$ cat src/chm_ram.sv
// Generic single-port RAM with registered read.
module chm_ram #(
  parameter int WIDTH = 8,
  parameter int DEPTH = 16
) (
  input  logic                     clk,
  input  logic                     we,
  input  logic [$clog2(DEPTH)-1:0] addr,
  input  logic [WIDTH-1:0]         wdata,
  output logic [WIDTH-1:0]         rdata
);

  logic [WIDTH-1:0] mem [DEPTH];

  always_ff @(posedge clk) begin
    if (we) begin
      mem[addr] <= wdata;
    end
    rdata <= mem[addr];
  end

endmodule

$ cat config.mk
export PLATFORM = sky130hd
export DESIGN_NAME = chm_ram
export DESIGN_NICKNAME = d
export VERILOG_FILES = /design/src/chm_ram.sv
export SDC_FILE = /design/constraint.sdc
export NUM_CORES = 1
export LEC_CHECK = 0
export CORE_ASPECT_RATIO = 1.5
export CORE_MARGIN = 2
export CORE_UTILIZATION = 56
export CTS_CLUSTER_DIAMETER = 150
export DETAILED_ROUTE_END_ITERATION = 7
export DONT_BUFFER_PORTS = 1
export GPL_TIMING_DRIVEN = 1
export PLACE_DENSITY_LB_ADDON = 0.08
export SLEW_MARGIN = 20
export SYNTH_ARGS = -nofsm -noshare
export SYNTH_HDL_FRONTEND = slang
export SYNTH_SLANG_ARGS = --single-unit
export TNS_END_PERCENT = 1
$ cat constraint.sdc
create_clock -name clk -period 1.8 [get_ports clk]
set_input_delay 0.27 -clock clk [delete_from_list [all_inputs] [get_ports clk]]
set_output_delay 0.27 -clock clk [all_outputs]
set_load 0.03 [all_outputs]
== After elaboration in Yosys (flattened, before gate mapping) ==
Memory sizes are Yosys's and may differ from the RTL's. A register that Yosys moved wholly into a read port is not among the register bits.
Index checks and enable logic that the tools add are counted.

* Bits in registers: 0
* Input bits: 14
* Logic and storage cells: 3
* Output and inout bits: 8
* Bits in read-only memories: 0
* Memory bits (writable): 128
* Memories kept: 1
* Latch bits: 0

{| class="wikitable"
|+ Memory list
! memory !! depth !! width !! read ports !! clocked after memory_dff !! wr ports !! line !! RTL
|-
| mem || 16 || 8 || 1 || 1 || 1 || 13 || <nowiki>logic [WIDTH-1:0] mem [DEPTH];</nowiki>
|}

* Multipliers: 0
* Order comparisons: 0
* Bitwise operators: 0
* Add/sub/neg operators: 0
* Divide/modulo/power cells: 0
* Muxes and demuxes: 2
* Eq/ne operators: 0
* Reduce and logical (&&, ||, !) cells: 0
* Shift-type cells: 0

{| class="wikitable"
|+ Operators with widths
! operator !! number
|-
| 1-bit two-way mux || 2
|}

== Longest topological paths before layout ==
* Word-level depth: 2
* Depth in mapped cells: 5
* Gate-level depth less buffers: 3

== Worst setup path before layout ==
No wires, ideal clock.

* Path type: in2reg
* Start point: input addr[2]
* End point: memory mem[0][0] (enable)
* Cell stages on the path: 2
* Data required time: 1417 ps
* Arrival time: 1380 ps
* Buffers on the path: 0
* Slack: 37 ps
* Setup time: 383 ps
* Cell sequence: or3b_2 -> nor3_1

{| class="wikitable"
|+ RTL lines
! what !! line !! RTL
|-
| start, declared || 8 || <nowiki>input logic [$clog2(DEPTH)-1:0] addr,</nowiki>
|-
| end, declared || 13 ||
|}

Straight into the memory's write port.

==> summary.txt <==
Synth
  • Seq/Total Area, Yosys: 0.790
  • Synth Net Count: 244
  • Syn Area/Cell: 22.0 sq um
  • Post-synth top area share: 0.759
  • Yosys reg bits: 136
  • Number of synthesized flops with an enable pin: 128
  • Post-Syn Area: 0.00507 sq mm
  • Synthesized instance count: 230
  • Dominant synthesized flop cell: edfxtp_1
  • Synth top area cells: edfxtp_1 76%, mux4_2 14%, dfxtp_1 3.2%
  • Yosys top cell by area: edfxtp_1
  • Top post-synthesis cells by count: 128 x edfxtp_1, 32 x mux4_2, 16 x a22oi_1
  • Most frequent cell after synthesis: edfxtp_1
  • Unique masters post-synth: 18
  • Ys Warns: 0
  • FFs w/ async S/R, synth: 0

Setup path
  • R2R Path End: rdata[4]$_DFF_P_
  • WP data arrival: 1650 ps
  • CP startpoint kind: register
  • CP max-delay cell: mux4_2
  • Crit path largest cell delay: 480 ps
  • R2R cell count: 3
  • CP top delay family: multiplexers
  • Worst R2R Setup Slack: 440 ps
  • Critical Path Sink Type: register
  • Crit path required time: 2090 ps
  • Critical setup path kind: register to register
  • CP Buf/Inv Count: 0
  • Critical path peak fanout: 1
  • Crit path cell chain: mux4_2 -> a22oi_1 -> nand2_1
  • Worst flop-to-flop path startpoint: mem[0][4]$_DFFE_PP_

Drt
  • Via count: 2329
  • DR WL/cell: 23.8 um
  • Vias per cell: 6.02
  • Final wirelength: 9.21 mm
  • 1st-iter DRT viols: 215
  • Drt pass-1 iters: 4
  • Drc violations: 0
  • Antenna-violating nets left: 0

Finish
  • Final Util: 0.670
  • Multi-input gate area: 0.00100 sq mm
  • Post-route cell area: 0.00592 sq mm
  • FF+latch area: 0.00400 sq mm
  • Layout Cells excl Fill: 387
  • Final net count: 278
  • Area delta synth->final: 16.8%
  • # diodes: 0
  • Fill cells: 566
  • Share of post-route cells with drive strength above 1: 0.285

Clocking
  • Post-CTS setup buffer count: 0
  • CTS Buf Count: 17
  • Clock Tree Root: clkbuf_16
  • Clk_lat worst skew: 410 ps
  • Worst-path clk slew: 50 ps
  • Sink Count: 136
  • Buffer depth of the longest clock path: 2
  • Post-cts sizing count: 0
  • CTS tree: done
  • H-tree levels: 4

Placed design
  • Place WS: 376 ps
  • Post-Place Cells: 347
  • DPL Wire Length: 6.01 mm
  • Port bufs: 0
  • RePlAce Congestion: 0.787
  • Dpl cell area: 0.00528 sq mm

Min path
  • Worst hold path class: input port to register
  • Hold Crit Depth: 3
  • Hold wc startpoint: addr[1]
  • Hold path endpoint: rdata[5]$_DFF_P_

Floorplan
  • Starting Density: 0.574
  • Die Footprint: 0.00984 sq mm
  • Die W: 81.7 um
  • I/O Pins: 22
  • Core Area: 0.00883 sq mm
  • Cell Rows: 42
  • Die extent in y: 121 um

Global route
  • Total GRT Usage: 0.215
  • Largest net degree at the start of global routing: 40
  • GRT overflow: 0
  • Initial antenna violation count: 0
  • First-pass GRT wire length: 14.2 mm
  • Vias in the first global route: 2593

Timing
  • Rel. slew slack: 0.560
  • Setup TNS: 0 ps
  • Measured slew at the worst slew-check pin: 659 ps
  • Worst Skew: 4.00 ps
  • Hold WS: 164 ps
  • Final WS setup: 437 ps
  • FMAX: 734 MHz
  • Final Max Tran Viols: 0
  • Setup violations, final: 0
  • Final period demand of the worst path: 1360 ps
  • Final Hold Viols: 0
  • RSZ-0062 raised after global routing: false
  • Final period utilization: 0.757

Pwr
  • Sequential Power Share: 0.517
  • Comb power frac: 0.035
  • Clock share of power: 0.448
  • Design Power: 6.98 mW
  • Sw power: 1.34 mW
  • PD cells: 1180 mW/mm^2
  • Pint: 5.65 mW
  • Switch share: 0.191
  • Leakage power: 1.93 nW
  • Max IR drop VDD: 1.04 mV

Job
  • Max-Cap Viols: 0

Outcome
  • Status: completed
-- routing by layer --
layer	vias up	routed length, um	track usage	part of all wire
li1	1030	-	-	-
met1	1199	3290	0.250	0.36
met2	94	5260	0.365	0.57
met3	6	558	0.0687	0.061
met4	0	98	0.0885	0.011
met5	-	0	0	0
-- worst min-delay path: stages --
cell and delay, ps:
mux4_2 160, a22oi_1 60, nand2_1 60
-- cell usage in the layout (no fill, tap or decap) --
| cell | Yosys | routed |
|---|---|---|
| clkinv_2 | 0 | 3 |
| a22oi_1 | 16 | 16 |
| clkbuf_8 | 0 | 4 |
| nor3_1 | 4 | 4 |
| edfxtp_1 | 128 | 128 |
| and2_1 | 1 | 1 |
| nand3b_1 | 2 | 2 |
| dfxtp_1 | 8 | 8 |
| mux4_2 | 32 | 32 |
| or3b_2 | 1 | 1 |
| nand2b_1 | 2 | 2 |
| clkinvlp_4 | 0 | 3 |
| buf_4 | 0 | 18 |
| nor2_1 | 13 | 13 |
| clkbuf_16 | 0 | 18 |
| clkbuf_1 | 2 | 4 |
| dlygate4sd3_1 | 0 | 8 |
| nand3_1 | 1 | 1 |
| nor2b_1 | 2 | 2 |
| nand2_1 | 9 | 9 |
-- registers in the layout, indices dropped and copies added (netlist names) --
name and flops:
rdata 8, mem 128
-- power groups by stage --
| stage | Clock (mW) | Combinational (mW) | Sequential (mW) |
|---|---|---|---|
| finish | 3.13 | 0.247 | 3.61 |
| global route | 3.32 | 0.268 | 3.62 |
| CTS | 3.18 | 0.251 | 3.61 |
| detailed placement | 0 | 0.195 | 3.68 |
| global placement | 0 | 0.193 | 3.67 |
| floorplan | 0 | 0.182 | 3.66 |
-- worst max-delay path by stage --
stage / cells past startpoint / start / endpoint / slack (ps)
2_1_floorplan: 2 / addr[2] / mem[0][0]$_DFFE_PP_ / 40
5_1_grt: 3 / mem[0][4]$_DFFE_PP_ / rdata[4]$_DFF_P_ / 380
3_3_place_gp: 3 / addr[2] / mem[0][4]$_DFFE_PP_ / 380
6_report: 3 / mem[0][4]$_DFFE_PP_ / rdata[4]$_DFF_P_ / 440
4_1_cts: 3 / mem[0][4]$_DFFE_PP_ / rdata[4]$_DFF_P_ / 420
3_5_place_dp: 3 / addr[2] / mem[0][1]$_DFFE_PP_ / 380
-- layout make-up --
cell class / count / area share
Tap cell: 110 / 0.0233
Clock inverter: 6 / 0.00634
Timing Repair Buffer: 26 / 0.0364
Multi-Input combinational cell: 83 / 0.170
Clock buffer: 26 / 0.0879
Sequential cell: 136 / 0.677
-- cells by family after synthesis --
group                  count (synthesis)  synth area share
buffers and inverters                 11            0.0119
AOI/OAI and AO/OA                     16            0.0237
muxes                                 32             0.142
DFF                                  136             0.790
and+or+nand+nor                       35            0.0321
-- what timing repair did --
item | in CTS | in global routing
setup endpoints to repair | 0 | 0
endpoints found under the hold margin | 128 | 0
hold buffers | 8 | 0
(Power assumes the default switching activity.)
